$ cat src/rtl/core/crlc_pkg.sv
`default_nettype none
package crlc_pkg;

  localparam int LEVEL_BITS  = 16;
  localparam int COST_BITS   = 16;
  localparam int CFG_W       = 10;
  localparam int TABLE_W     = 64;
  localparam int CFG_DATA_W  = 64;
  localparam int STORE_DEPTH = 68;
  localparam int STORE_AW    = 7;

  // DC coefficients live above the four AC blocks in the shared store.
  localparam logic [STORE_AW-1:0] DC_BASE = STORE_AW'(64);

  localparam logic [CFG_W-1:0]   COST_THRESHOLD_RST   = CFG_W'(4);
  localparam logic [CFG_W-1:0]   LARGE_LEVEL_COST_RST = CFG_W'(999);
  localparam logic [TABLE_W-1:0] RUN_COST_TABLE_RST   = TABLE_W'(1118755);

  typedef enum logic [1:0] {
    CFG_COST_THRESHOLD   = 2'd0,
    CFG_LARGE_LEVEL_COST = 2'd1,
    CFG_RUN_COST_TABLE   = 2'd2
  } cfg_index_t;

  typedef struct packed {
    logic                         kind;
    logic [1:0]                   ac_block;
    logic [3:0]                   position;
    logic signed [LEVEL_BITS-1:0] coefficient;
    logic                         end_of_macroblock;
  } in_item_t;

  typedef struct packed {
    logic                         from_ac;
    logic [1:0]                   source_block;
    logic [3:0]                   zero_run;
    logic signed [LEVEL_BITS-1:0] level_value;
    logic                         no_pair;
    logic                         last_result;
    logic [1:0]                   block_pattern;
    logic                         ac_cleared;
  } out_item_t;

  typedef struct packed {
    logic                  wr_en;
    logic [STORE_AW-1:0]   wr_addr;
    logic [LEVEL_BITS-1:0] wr_data;
    logic                  rd_en;
    logic [STORE_AW-1:0]   rd_addr;
  } mem_req_t;

  typedef struct packed {
    logic signed [LEVEL_BITS-1:0] level;
    logic [3:0]                   run;
    logic [COST_BITS-1:0]         cost;
    logic [CFG_W-1:0]             large_cost;
    logic [TABLE_W-1:0]           run_table;
  } unit_in_t;

  typedef struct packed {
    logic                 nonzero;
    logic [3:0]           next_run;
    logic [COST_BITS-1:0] cost_sum;
  } unit_out_t;

  // Zigzag scan order of a 4x4 block: scan position to raster position.
  function automatic logic [3:0] zigzag(input logic [3:0] scan_pos);
    logic [3:0] r;
    case (scan_pos)
      4'd0:    r = 4'd0;
      4'd1:    r = 4'd1;
      4'd2:    r = 4'd4;
      4'd3:    r = 4'd8;
      4'd4:    r = 4'd5;
      4'd5:    r = 4'd2;
      4'd6:    r = 4'd3;
      4'd7:    r = 4'd6;
      4'd8:    r = 4'd9;
      4'd9:    r = 4'd12;
      4'd10:   r = 4'd13;
      4'd11:   r = 4'd10;
      4'd12:   r = 4'd7;
      4'd13:   r = 4'd11;
      4'd14:   r = 4'd14;
      4'd15:   r = 4'd15;
      default: r = 4'd0;
    endcase
    return r;
  endfunction

endpackage
`default_nettype wire

$ cat src/rtl/core/crlc_store.sv
`default_nettype none
module crlc_store
  import crlc_pkg::*;
(
  input  wire logic                  clk,
  input  wire mem_req_t              req,
  output logic [LEVEL_BITS-1:0]      rd_data
);

  logic [LEVEL_BITS-1:0] mem [STORE_DEPTH];

  always_ff @(posedge clk) begin
    if (req.wr_en) begin
      mem[req.wr_addr] <= req.wr_data;
    end
  end

  always_ff @(posedge clk) begin
    if (req.rd_en) begin
      rd_data <= mem[req.rd_addr];
    end
  end

endmodule
`default_nettype wire

$ cat src/rtl/core/crlc_unit.sv
`default_nettype none
module crlc_unit
  import crlc_pkg::*;
(
  input  wire unit_in_t  ui,
  output unit_out_t      uo
);

  logic             nz;
  logic             big;
  logic [3:0]       nib;
  logic [CFG_W-1:0] inc;
  logic [7:0]       sh;

  always_comb begin
    nz  = (ui.level != '0);
    // Magnitude above one: nonzero and neither +1 nor -1.
    big = nz && (ui.level != LEVEL_BITS'(1)) && (ui.level != '1);
    sh  = {2'b00, ui.run, 2'b00};
    nib = 4'(ui.run_table >> sh);
    inc = big ? ui.large_cost : CFG_W'(nib);
    uo.nonzero  = nz;
    uo.next_run = nz ? 4'd0 : ui.run + 4'd1;
    uo.cost_sum = ui.cost + COST_BITS'(inc);
  end

endmodule
`default_nettype wire

$ cat src/rtl/core/crlc_ctrl.sv
`default_nettype none
module crlc_ctrl
  import crlc_pkg::*;
(
  input  wire logic                  clk,
  input  wire logic                  rst_n,
  input  wire logic                  in_valid,
  output logic                       in_ready,
  input  wire in_item_t              in_data,
  output logic                       out_valid,
  input  wire logic                  out_ready,
  output out_item_t                  out_data,
  input  wire logic [CFG_W-1:0]      cost_threshold,
  input  wire logic [CFG_W-1:0]      large_cost,
  input  wire logic [TABLE_W-1:0]    run_table,
  output mem_req_t                   mem_req,
  input  wire logic [LEVEL_BITS-1:0] rd_data,
  output unit_in_t                   unit_in,
  input  wire unit_out_t             unit_out
);

  typedef enum logic [3:0] {
    S_IDLE   = 4'b0001,
    S_READ   = 4'b0010,
    S_EVAL   = 4'b0100,
    S_FINISH = 4'b1000
  } state_t;

  typedef enum logic [1:0] {
    PH_COST = 2'd0,
    PH_DC   = 2'd1,
    PH_AC   = 2'd2
  } phase_t;

  state_t               state_r, state_nxt;
  phase_t               phase_r, phase_nxt;
  logic [1:0]           blk_r, blk_nxt;
  logic [3:0]           idx_r, idx_nxt;
  logic [3:0]           run_r, run_nxt;
  logic [COST_BITS-1:0] cost_r, cost_nxt;
  logic                 ac_nz_r, ac_nz_nxt;
  logic                 dc_coded_r, dc_coded_nxt;
  logic                 cleared_r, cleared_nxt;
  logic                 pend_valid_r, pend_valid_nxt;
  out_item_t            pend_r, pend_nxt;
  logic                 out_valid_r, out_valid_nxt;
  out_item_t            out_r, out_nxt;

  logic                 accept_in;
  logic                 slot_free;
  logic                 need_push;
  logic                 stall;
  logic [COST_BITS-1:0] new_cost;
  logic [1:0]           pattern;

  assign in_ready  = (state_r == S_IDLE);
  assign accept_in = in_valid && in_ready;
  assign out_valid = out_valid_r;
  assign out_data  = out_r;
  assign slot_free = !out_valid_r || out_ready;

  always_comb begin
    mem_req.wr_en   = accept_in;
    mem_req.wr_addr = in_data.kind ? {1'b0, in_data.ac_block, in_data.position}
                                   : DC_BASE + STORE_AW'(in_data.position[1:0]);
    mem_req.wr_data = in_data.coefficient;
    mem_req.rd_en   = (state_r == S_READ);
    mem_req.rd_addr = (phase_r == PH_DC) ? DC_BASE + STORE_AW'(idx_r[1:0])
                                         : {1'b0, blk_r, zigzag(idx_r)};
  end

  always_comb begin
    unit_in.level      = rd_data;
    unit_in.run        = run_r;
    unit_in.cost       = cost_r;
    unit_in.large_cost = large_cost;
    unit_in.run_table  = run_table;
  end

  assign need_push = (state_r == S_EVAL) && (phase_r != PH_COST) &&
                     unit_out.nonzero && pend_valid_r;
  assign stall     = need_push && !slot_free;
  assign new_cost  = unit_out.nonzero ? unit_out.cost_sum : cost_r;
  assign pattern   = (ac_nz_r && !cleared_r) ? 2'd2 : (dc_coded_r ? 2'd1 : 2'd0);

  always_comb begin
    state_nxt      = state_r;
    phase_nxt      = phase_r;
    blk_nxt        = blk_r;
    idx_nxt        = idx_r;
    run_nxt        = run_r;
    cost_nxt       = cost_r;
    ac_nz_nxt      = ac_nz_r;
    dc_coded_nxt   = dc_coded_r;
    cleared_nxt    = cleared_r;
    pend_valid_nxt = pend_valid_r;
    pend_nxt       = pend_r;
    out_valid_nxt  = out_valid_r && !out_ready;
    out_nxt        = out_r;

    case (state_r)
      S_IDLE: begin
        if (accept_in && in_data.end_of_macroblock) begin
          state_nxt      = S_READ;
          phase_nxt      = PH_COST;
          blk_nxt        = 2'd0;
          idx_nxt        = 4'd1;
          run_nxt        = 4'd0;
          cost_nxt       = '0;
          ac_nz_nxt      = 1'b0;
          dc_coded_nxt   = 1'b0;
          pend_valid_nxt = 1'b0;
        end
      end
      S_READ: begin
        state_nxt = S_EVAL;
      end
      S_EVAL: begin
        if (!stall) begin
          state_nxt = S_READ;
          run_nxt   = unit_out.next_run;
          if (need_push) begin
            out_valid_nxt = 1'b1;
            out_nxt       = pend_r;
          end
          case (phase_r)
            PH_COST: begin
              cost_nxt = new_cost;
              if (unit_out.nonzero) begin
                ac_nz_nxt = 1'b1;
              end
              if (idx_r == 4'd15) begin
                run_nxt = 4'd0;
                idx_nxt = 4'd1;
                blk_nxt = blk_r + 2'd1;
                if (blk_r == 2'd3) begin
                  phase_nxt   = PH_DC;
                  idx_nxt     = 4'd0;
                  cleared_nxt = (new_cost < COST_BITS'(cost_threshold));
                end
              end else begin
                idx_nxt = idx_r + 4'd1;
              end
            end
            PH_DC: begin
              if (unit_out.nonzero) begin
                pend_valid_nxt           = 1'b1;
                pend_nxt                 = '0;
                pend_nxt.zero_run        = run_r;
                pend_nxt.level_value     = rd_data;
                dc_coded_nxt             = 1'b1;
              end
              if (idx_r == 4'd3) begin
                run_nxt = 4'd0;
                blk_nxt = 2'd0;
                idx_nxt = 4'd1;
                if (cleared_r) begin
                  state_nxt = S_FINISH;
                end else begin
                  phase_nxt = PH_AC;
                end
              end else begin
                idx_nxt = idx_r + 4'd1;
              end
            end
            PH_AC: begin
              if (unit_out.nonzero) begin
                pend_valid_nxt        = 1'b1;
                pend_nxt              = '0;
                pend_nxt.from_ac      = 1'b1;
                pend_nxt.source_block = blk_r;
                pend_nxt.zero_run     = run_r;
                pend_nxt.level_value  = rd_data;
              end
              if (idx_r == 4'd15) begin
                run_nxt = 4'd0;
                idx_nxt = 4'd1;
                if (blk_r == 2'd3) begin
                  state_nxt = S_FINISH;
                end else begin
                  blk_nxt = blk_r + 2'd1;
                end
              end else begin
                idx_nxt = idx_r + 4'd1;
              end
            end
            default: begin
              state_nxt = S_IDLE;
            end
          endcase
        end
      end
      S_FINISH: begin
        if (slot_free) begin
          out_valid_nxt = 1'b1;
          out_nxt       = '0;
          if (pend_valid_r) begin
            out_nxt = pend_r;
          end else begin
            out_nxt.no_pair = 1'b1;
          end
          out_nxt.last_result   = 1'b1;
          out_nxt.block_pattern = pattern;
          out_nxt.ac_cleared    = cleared_r;
          pend_valid_nxt        = 1'b0;
          state_nxt             = S_IDLE;
        end
      end
      default: begin
        state_nxt = S_IDLE;
      end
    endcase
  end

  always_ff @(posedge clk) begin
    if (!rst_n) begin
      state_r      <= S_IDLE;
      out_valid_r  <= 1'b0;
      pend_valid_r <= 1'b0;
    end else begin
      state_r      <= state_nxt;
      out_valid_r  <= out_valid_nxt;
      pend_valid_r <= pend_valid_nxt;
    end
  end

  always_ff @(posedge clk) begin
    phase_r    <= phase_nxt;
    blk_r      <= blk_nxt;
    idx_r      <= idx_nxt;
    run_r      <= run_nxt;
    cost_r     <= cost_nxt;
    ac_nz_r    <= ac_nz_nxt;
    dc_coded_r <= dc_coded_nxt;
    cleared_r  <= cleared_nxt;
    pend_r     <= pend_nxt;
    out_r      <= out_nxt;
  end

endmodule
`default_nettype wire

$ cat src/rtl/core/chroma_run_level_coeff_cost_top.sv
// Chroma run-level coder with an AC cost check.
// Input channel (in_valid/in_ready/in_data): one quantized coefficient per
// transaction, four DC values and four 4x4 AC blocks, the final one marked
// with end_of_macroblock. Items before the last are written into the
// coefficient store at one per cycle and give no result.
// On the last item the block scans the store with one shared evaluation unit
// under a small sequencer, each coefficient taking a registered store read
// and then an evaluation step: a cost pass over the 60 AC positions, then the
// DC block, then, unless the AC cost fell below the threshold, the AC blocks
// again in zigzag order. Results leave on out_valid/out_ready, DC pairs first,
// then AC pairs of blocks 0 to 3; the final transaction carries last_result,
// the coded block pattern and the cleared flag, or is an empty result when
// nothing was coded. in_ready is low during the scan and returns high as the
// last result enters the output.
// A stalled receiver holds the scan, since one pair waits in a lookahead
// register and one in the output register. Configuration writes
// (cfg_valid/cfg_ready) are always taken and are meant for idle periods.
// Synchronous reset restores the register defaults and empties the output.
`default_nettype none
module chroma_run_level_coeff_cost_top
  import crlc_pkg::*;
(
  input  wire logic                  clk,
  input  wire logic                  rst_n,
  input  wire logic                  in_valid,
  output logic                       in_ready,
  input  wire in_item_t              in_data,
  output logic                       out_valid,
  input  wire logic                  out_ready,
  output out_item_t                  out_data,
  input  wire logic                  cfg_valid,
  output logic                       cfg_ready,
  input  wire logic [1:0]            cfg_index,
  input  wire logic [CFG_DATA_W-1:0] cfg_data
);

  logic [CFG_W-1:0]      cost_threshold_r;
  logic [CFG_W-1:0]      large_cost_r;
  logic [TABLE_W-1:0]    run_table_r;
  mem_req_t              mem_req;
  logic [LEVEL_BITS-1:0] rd_data;
  unit_in_t              unit_in;
  unit_out_t             unit_out;

  // The register file never pushes back.
  assign cfg_ready = 1'b1;

  always_ff @(posedge clk) begin
    if (!rst_n) begin
      cost_threshold_r <= COST_THRESHOLD_RST;
      large_cost_r     <= LARGE_LEVEL_COST_RST;
      run_table_r      <= RUN_COST_TABLE_RST;
    end else if (cfg_valid && cfg_ready) begin
      case (cfg_index)
        CFG_COST_THRESHOLD:   cost_threshold_r <= cfg_data[CFG_W-1:0];
        CFG_LARGE_LEVEL_COST: large_cost_r     <= cfg_data[CFG_W-1:0];
        CFG_RUN_COST_TABLE:   run_table_r      <= cfg_data[TABLE_W-1:0];
        default: begin
        end
      endcase
    end
  end

  crlc_store u_store (
    .clk     (clk),
    .req     (mem_req),
    .rd_data (rd_data)
  );

  crlc_unit u_unit (
    .ui (unit_in),
    .uo (unit_out)
  );

  crlc_ctrl u_ctrl (
    .clk            (clk),
    .rst_n          (rst_n),
    .in_valid       (in_valid),
    .in_ready       (in_ready),
    .in_data        (in_data),
    .out_valid      (out_valid),
    .out_ready      (out_ready),
    .out_data       (out_data),
    .cost_threshold (cost_threshold_r),
    .large_cost     (large_cost_r),
    .run_table      (run_table_r),
    .mem_req        (mem_req),
    .rd_data        (rd_data),
    .unit_in        (unit_in),
    .unit_out       (unit_out)
  );

endmodule
`default_nettype wire

$ cat config.mk
export PLATFORM = sky130hd
export DESIGN_NAME = chroma_run_level_coeff_cost_top
export DESIGN_NICKNAME = d
export VERILOG_FILES = /design/src/rtl/core/crlc_pkg.sv /design/src/rtl/core/crlc_store.sv /design/src/rtl/core/crlc_unit.sv /design/src/rtl/core/crlc_ctrl.sv /design/src/rtl/core/chroma_run_level_coeff_cost_top.sv
export SDC_FILE = /design/constraint.sdc
export NUM_CORES = 2
export LEC_CHECK = 0
export BUFFER_PORTS_ARGS = -buffer_cell sky130_fd_sc_hd__buf_2
export CAP_MARGIN = 10
export CORE_MARGIN = 2
export CORE_UTILIZATION = 40
export CTS_CLUSTER_SIZE = 10
export DETAILED_ROUTE_END_ITERATION = 7
export PLACE_DENSITY_LB_ADDON = 0.25
export REMOVE_ABC_BUFFERS = 1
export SLEW_MARGIN = 20
export SYNTH_ARGS = -nofsm -noshare
export SYNTH_HDL_FRONTEND = slang
export SYNTH_SLANG_ARGS = --single-unit
export TNS_END_PERCENT = 1
$ cat constraint.sdc
create_clock -name clk -period 8.65 [get_ports clk]
set_input_delay 1.2975 -clock clk [delete_from_list [all_inputs] [get_ports clk]]
set_output_delay 1.2975 -clock clk [all_outputs]
set_load 0.02 [all_outputs]
Word level (Yosys, flattened, before mapping)

Memories as Yosys holds them, arrays and structs flattened. A register that Yosys moved wholly into a read port is not among the register bits.
Cells that the tools add are included.

Bits in registers: 177
RAM bits: 1,088
Bits in read-only memories: 64
Input port bits: 95
Memories kept: 2

Memory list:

| name            | depth | bits a word | read ports | clocked after memory_dff | wr ports | line             | source |
|---|---|---|---|---|---|---|---|
| u_store.mem     | 68    | 16          | 1          | 1                        | 1        | crlc_store.sv:10 | `logic [LEVEL_BITS-1:0] mem [STORE_DEPTH];` |
| (no name shown) | 16    | 4           | 1          | 1                        | 0        | crlc_pkg.sv:69   | `case (scan_pos)` |

Add/sub/neg operators: 6
Order comparisons: 1
Equal/unequal tests: 31
Shift-type cells: 1
Multiplexer cells: 77
Bitwise logic cells: 1
Reductions and logical operators: 40

Operator list:

| kind                                                    | count |
|---|---|
| two-way mux 28 bit                                      | 5 |
| one-hot mux 28 bit (2 select lines)                     | 2 |
| two-way mux 4 bit                                       | 18 |
| two-way mux 16 bit                                      | 4 |
| right shift 64 x 6 -> 4 bit                             | 1 |
| one-hot mux 16 bit (2 select lines)                     | 1 |
| two-way mux 2 bit                                       | 12 |
| one-hot mux 4 bit (2 select lines)                      | 3 |
| one-hot mux 4 bit (3 select lines)                      | 2 |
| two-way mux 23 bit                                      | 1 |
| AND reduction 5 bit                                     | 4 |
| inequality test 3 bit (second input constant)           | 6 |
| two-way mux 1 bit                                       | 17 |
| adder 16 x 10 -> 16 bit                                 | 1 |
| < comparator 16 x 10 -> 1 bit                           | 1 |
| inequality test 16 bit (second input constant)          | 1 |
| inequality test 16 x 2 -> 1 bit (second input constant) | 1 |
| one-hot mux 4 bit (4 select lines)                      | 1 |
| AND reduction 8 bit                                     | 2 |
| nonzero test 16 bit                                     | 1 |
| adder 7 x 2 -> 7 bit (first input constant)             | 2 |
| two-way mux 7 bit                                       | 2 |
| inequality test 2 bit (second input constant)           | 7 |
| one-hot mux 2 bit (2 select lines)                      | 3 |
| other kinds (27)                                        | 59 |

Longest topological paths before layout

Depth in word-level cells: 9
Depth in mapped cells: 19

Cells and area by module

Synthesis repeated with hierarchy kept, for this count alone.

Cell total of the unflattened synthesis: 3,157
Area total of the unflattened synthesis: 52,875.7 µm²

By module, submodules not included:

| module                          | times used | cells each | area each (µm²) | seq. area each (µm²) |
|---|---|---|---|---|
| crlc_store                      | 1          | 2,175      | 42,802.3        | 33,151.8 |
| crlc_ctrl                       | 1          | 457        | 5,228.8         | 2,662.6 |
| chroma_run_level_coeff_cost_top | 1          | 360        | 3,379.5         | 1,681.6 |
| crlc_unit                       | 1          | 165        | 1,465.2         | 0.0 |

Worst setup path before layout

OpenSTA, ideal clock, no wires.

Kind: register -> register
Start: reg u_ctrl.run_r[0]
End: reg u_ctrl.cleared_r (data pin)
Library setup time: 0.207 ns
Data arrival time: 5.072 ns
Slack: 3.371 ns
Stages on the path, launching flop included: 20
Period minus slack after synthesis: 5.279 ns
Cell sequence: edfxtp_1 clkbuf_1 buf_2 mux4_2 mux4_2 mux2_2 ha_1 fa_1 a21oi_1 o211ai_1 a21oi_1 xor2_1 o21ai_0 ha_1 a21o_1 a21o_1 a21o_1 a21oi_1 nand3_1 a2111oi_0

Longest elaborated chain between the ends: 5

Ends and longest elaborated chain:

| what                          | line             | source |
|---|---|---|
| start, declared               | crlc_ctrl.sv:39  | `logic [3:0] run_r, run_nxt;` |
| start signal, assigned        | crlc_ctrl.sv:231 | `run_r <= run_nxt;` |
| right shift 64 x 6 -> 4 bit   | crlc_unit.sv:20  | `nib = 4'(ui.run_table >> sh);` |
| two-way mux 10 bit            | crlc_unit.sv:21  | `inc = big ? ui.large_cost : CFG_W'(nib);` |
| adder 16 x 10 -> 16 bit       | crlc_unit.sv:24  | `uo.cost_sum = ui.cost + COST_BITS'(inc);` |
| two-way mux 16 bit            | crlc_ctrl.sv:83  | `assign new_cost = unit_out.nonzero ? unit_out.cost_sum : cost_r;` |
| via u_ctrl.new_cost[6]        | crlc_ctrl.sv:53  | `logic [COST_BITS-1:0] new_cost;` |
| < comparator 16 x 10 -> 1 bit | crlc_ctrl.sv:139 | `cleared_nxt = (new_cost < COST_BITS'(cost_threshold));` |
| end signal, assigned          | crlc_ctrl.sv:235 | `cleared_r <= cleared_nxt;` |
| end, declared                 | crlc_ctrl.sv:43  | `logic cleared_r, cleared_nxt;` |

The timed path passes the listed nets, and every way through them passes these cells.
A chain may end at the register's enable or synchronous reset.

Worst setup path in the final report

Start: reg u_ctrl.run_r[1]
End: reg u_ctrl.cleared_r (data pin)

Same word-level chain as after synthesis.

==> reports/qor.txt <==
Worst-Skew Late Latency: 0.75 ns
Vias: 29200
Initial antenna violation count: 6
TritonCTS buffer count: 148
Setup crit start: u_ctrl.run_r[1]$_SDFFCE_PN0P_
Layout cell share with drive strength beyond 1: 0.168
Pre-antenna DRT Iters: 6
Die footprint: 131000 um^2
GRT Residual Overflow: 0
Rel. slew slack: 0.293
GP Congestion: 0.806
Layout Utilization: 0.457
# hold bufs at CTS: 0
Worst r2r src: u_ctrl.run_r[1]$_SDFFCE_PN0P_
CP Data Arrival Time: 5.81 ns
CTS max path bufs: 3
Syn_area_per_cell: 15.1 um^2
Setup-failing EPs final: 0
Drt via density: 5.52
Placed cell count: 5090
DR iter-0 viols: 3110
Placeable Area: 127000 um^2
Clock Skew: 0.0226 ns
Fin worst setup slack: 3.38 ns
Avg WL per Cell: 24.2 um
Register area share after synthesis: 0.732
Drc violations: 0
Worst slew pin tran: 1.06 ns
CTS H-tree lvls: 4
Fin nets: 3706
RSZ-0062 raised after global routing: no
Die Width: 362 um
Vias in the first global route: 28100
Min-Delay Path Class: flip-flop to flip-flop
CTS tree: built
Commonest non-fill, non-tap cell in the layout: edfxtp_1
Worst setup SP type: flip-flop
DP Wirelength: 71.4 mm
Hold Violations, Final: 0
Cell Area, Synth: 51300 um^2
First-pass GRT wire length: 188 mm
Maximum vdd drop: 0.458 mV
Max Clk Rate: 190 MHz
Yosys cell types: 69
Leading cell types in the layout, fill and taps excluded: 1186 x edfxtp_1, 759 x nand2_1, 181 x nand3_1
Synth warn: 0
Critical path type: flip-flop to flip-flop
Post-route minimum period: 5.27 ns
Total Wirelength: 128 mm
Initial Utilization: 0.402
Crit-path max FO: 19
Leak pwr: 19.2 nW
Cells after Synth: 3396
Largest net degree at the start of global routing: 162
GRT Resource Usage Total: 0.194
Max-Cap Viols: 0
Cell taking the most area after synthesis: edfxtp_1
Status: finished clean
Synth top area cells: edfxtp_1 69%, mux4_2 6.5%, nand2_1 5.6%, dfxtp_1 3.7%, nand3_1 1.8%
I/O Buffers: 124
DIE HEIGHT: 362 um
Endpoint class of the critical path: flip-flop
Clock Sinks: 1280
FFs w/ async S/R, synth: 0
Hold_sp: large_cost_r[9]$_SDFFE_PN1P_
Final std cells w/o fill: 5282
Row count: 131
Clock root cell: clkbuf_16
Post-DRT Antenna Nets: 0
Fillers: 11100
Pwr/cell area: 308 nW/um^2
Tot Pwr: 17.9 mW
CP required: 9.19 ns
Num ports: 126
Cts repair resizes: 0
CTS clk-pin slew, worst paths: 0.06 ns
#FFs+latches synth: 1280
Placement Setup Slack: 3.36 ns
Fin crit share: 0.609
Max-slew violations: 0
Area grow syn2layout: 13.6%
Synth Flop Type: edfxtp_1
Setup bufs post-CTS: 0
Post-synth EDFFs: 1186
Yosys top cell area share: 0.695
[path summary, 6_finish.rpt]
path | end | slack [ns] | depth (start not counted)
min | large_cost_r[9]$_SDFFE_PN1P_ | 0.46 | 2
max reg2reg | u_ctrl.cleared_r$_DFFE_PP_ | 3.38 | 17
min reg2reg | large_cost_r[9]$_SDFFE_PN1P_ | 0.46 | 2
max | u_ctrl.cleared_r$_DFFE_PP_ | 3.38 | 17
[state kept, by name, summed over array words and instances (netlist names), 2 cells and up, named ones only]
signal and count:
u_ctrl.pend_r 23, u_ctrl.out_data 28, u_ctrl.blk_r 2, run_table_r 64, u_store.mem 1088, u_ctrl.phase_r 2, u_store.rd_data 16, u_ctrl.cost_r 16
u_ctrl.run_r 4, u_ctrl.idx_r 4, cost_threshold_r 10, u_ctrl.state_r 4, large_cost_r 10
[power by group]
group	switching (mW)	leakage (nW)	internal [mW]
logic	3.39	5.81	1.95
registers	0.150	11.5	7.00
clock network	2.36	1.98	3.10
total	5.90	19.2	12.0
[cell families (layout without fill, tap and decap cells)]
group,count (synthesis),count (layout),share of synthesized area
flops,1280,1280,0.732
mux,212,212,0.0778
fa+ha+maj,33,33,0.00820
compound gates,376,376,0.0551
other cells,1,2,0.0000732
buf+inv,227,450,0.0178
simple gates,1248,1248,0.106
xor+xnor,19,19,0.00325
[per-layer routing]
metal | GRT usage | vias up | share of wire
li1 | - | 13200 | -
met3 | 0.0397 | 177 | 0.078
met2 | 0.297 | 1055 | 0.46
met4 | 0.0605 | 4 | 0.023
met5 | 0 | - | 0.00023
met1 | 0.278 | 14700 | 0.44
[synthesized netlist by cell type (26+ instances only)]
cell type	count
a311oi_1	65
mux4_2	148
and3_1	51
nand3_1	181
nand2_1	759
clkbuf_1	151
mux2i_1	54
ha_1	32
a21boi_0	61
a21oi_1	66
dfxtp_1	94
nor2_1	118
nand4_1	26
edfxtp_1	1186
nor2b_1	40
and2_1	26
[critical path: stages, from the launching register on]
cell and delay (ns):
edfxtp_1 0.89, mux4_2 0.41, mux4_2 0.52, mux2_2 0.29, ha_1 0.21, fa_1 0.44, a21oi_1 0.29, o211ai_1 0.15
a21oi_1 0.19, xor2_1 0.08, o21ai_0 0.22, ha_1 0.29, a21o_1 0.15, a21o_1 0.17, a21o_1 0.17, a21oi_1 0.14
nand3_1 0.09, a2111oi_0 0.36
[metrics by stage]
stage          TNS [ns]  instance area (um^2)  hold WS [ns]
6_report              0                 58200         0.455
2_1_floorplan   -214.41                 50400         0.430
5_1_grt               0                 58200         0.482
4_1_cts               0                 58200         0.462
3_3_place_gp          0                 54100         0.442
3_5_place_dp          0                 54100         0.453
[layout make-up]
cell class / instances / area, um^2 / share of cell area
clock inverters: 18 / 260 / 0.00447
multi-input cells: 1889 / 13000 / 0.223
inverters: 21 / 78.8 / 0.00135
well taps: 1662 / 2080 / 0.0357
repair buffers: 238 / 1530 / 0.0262
clock buffers: 173 / 3810 / 0.0654
diodes: 1 / 2.50 / 0.0000430
flip-flops and latches: 1280 / 37500 / 0.644
(Power assumes the default switching activity.)
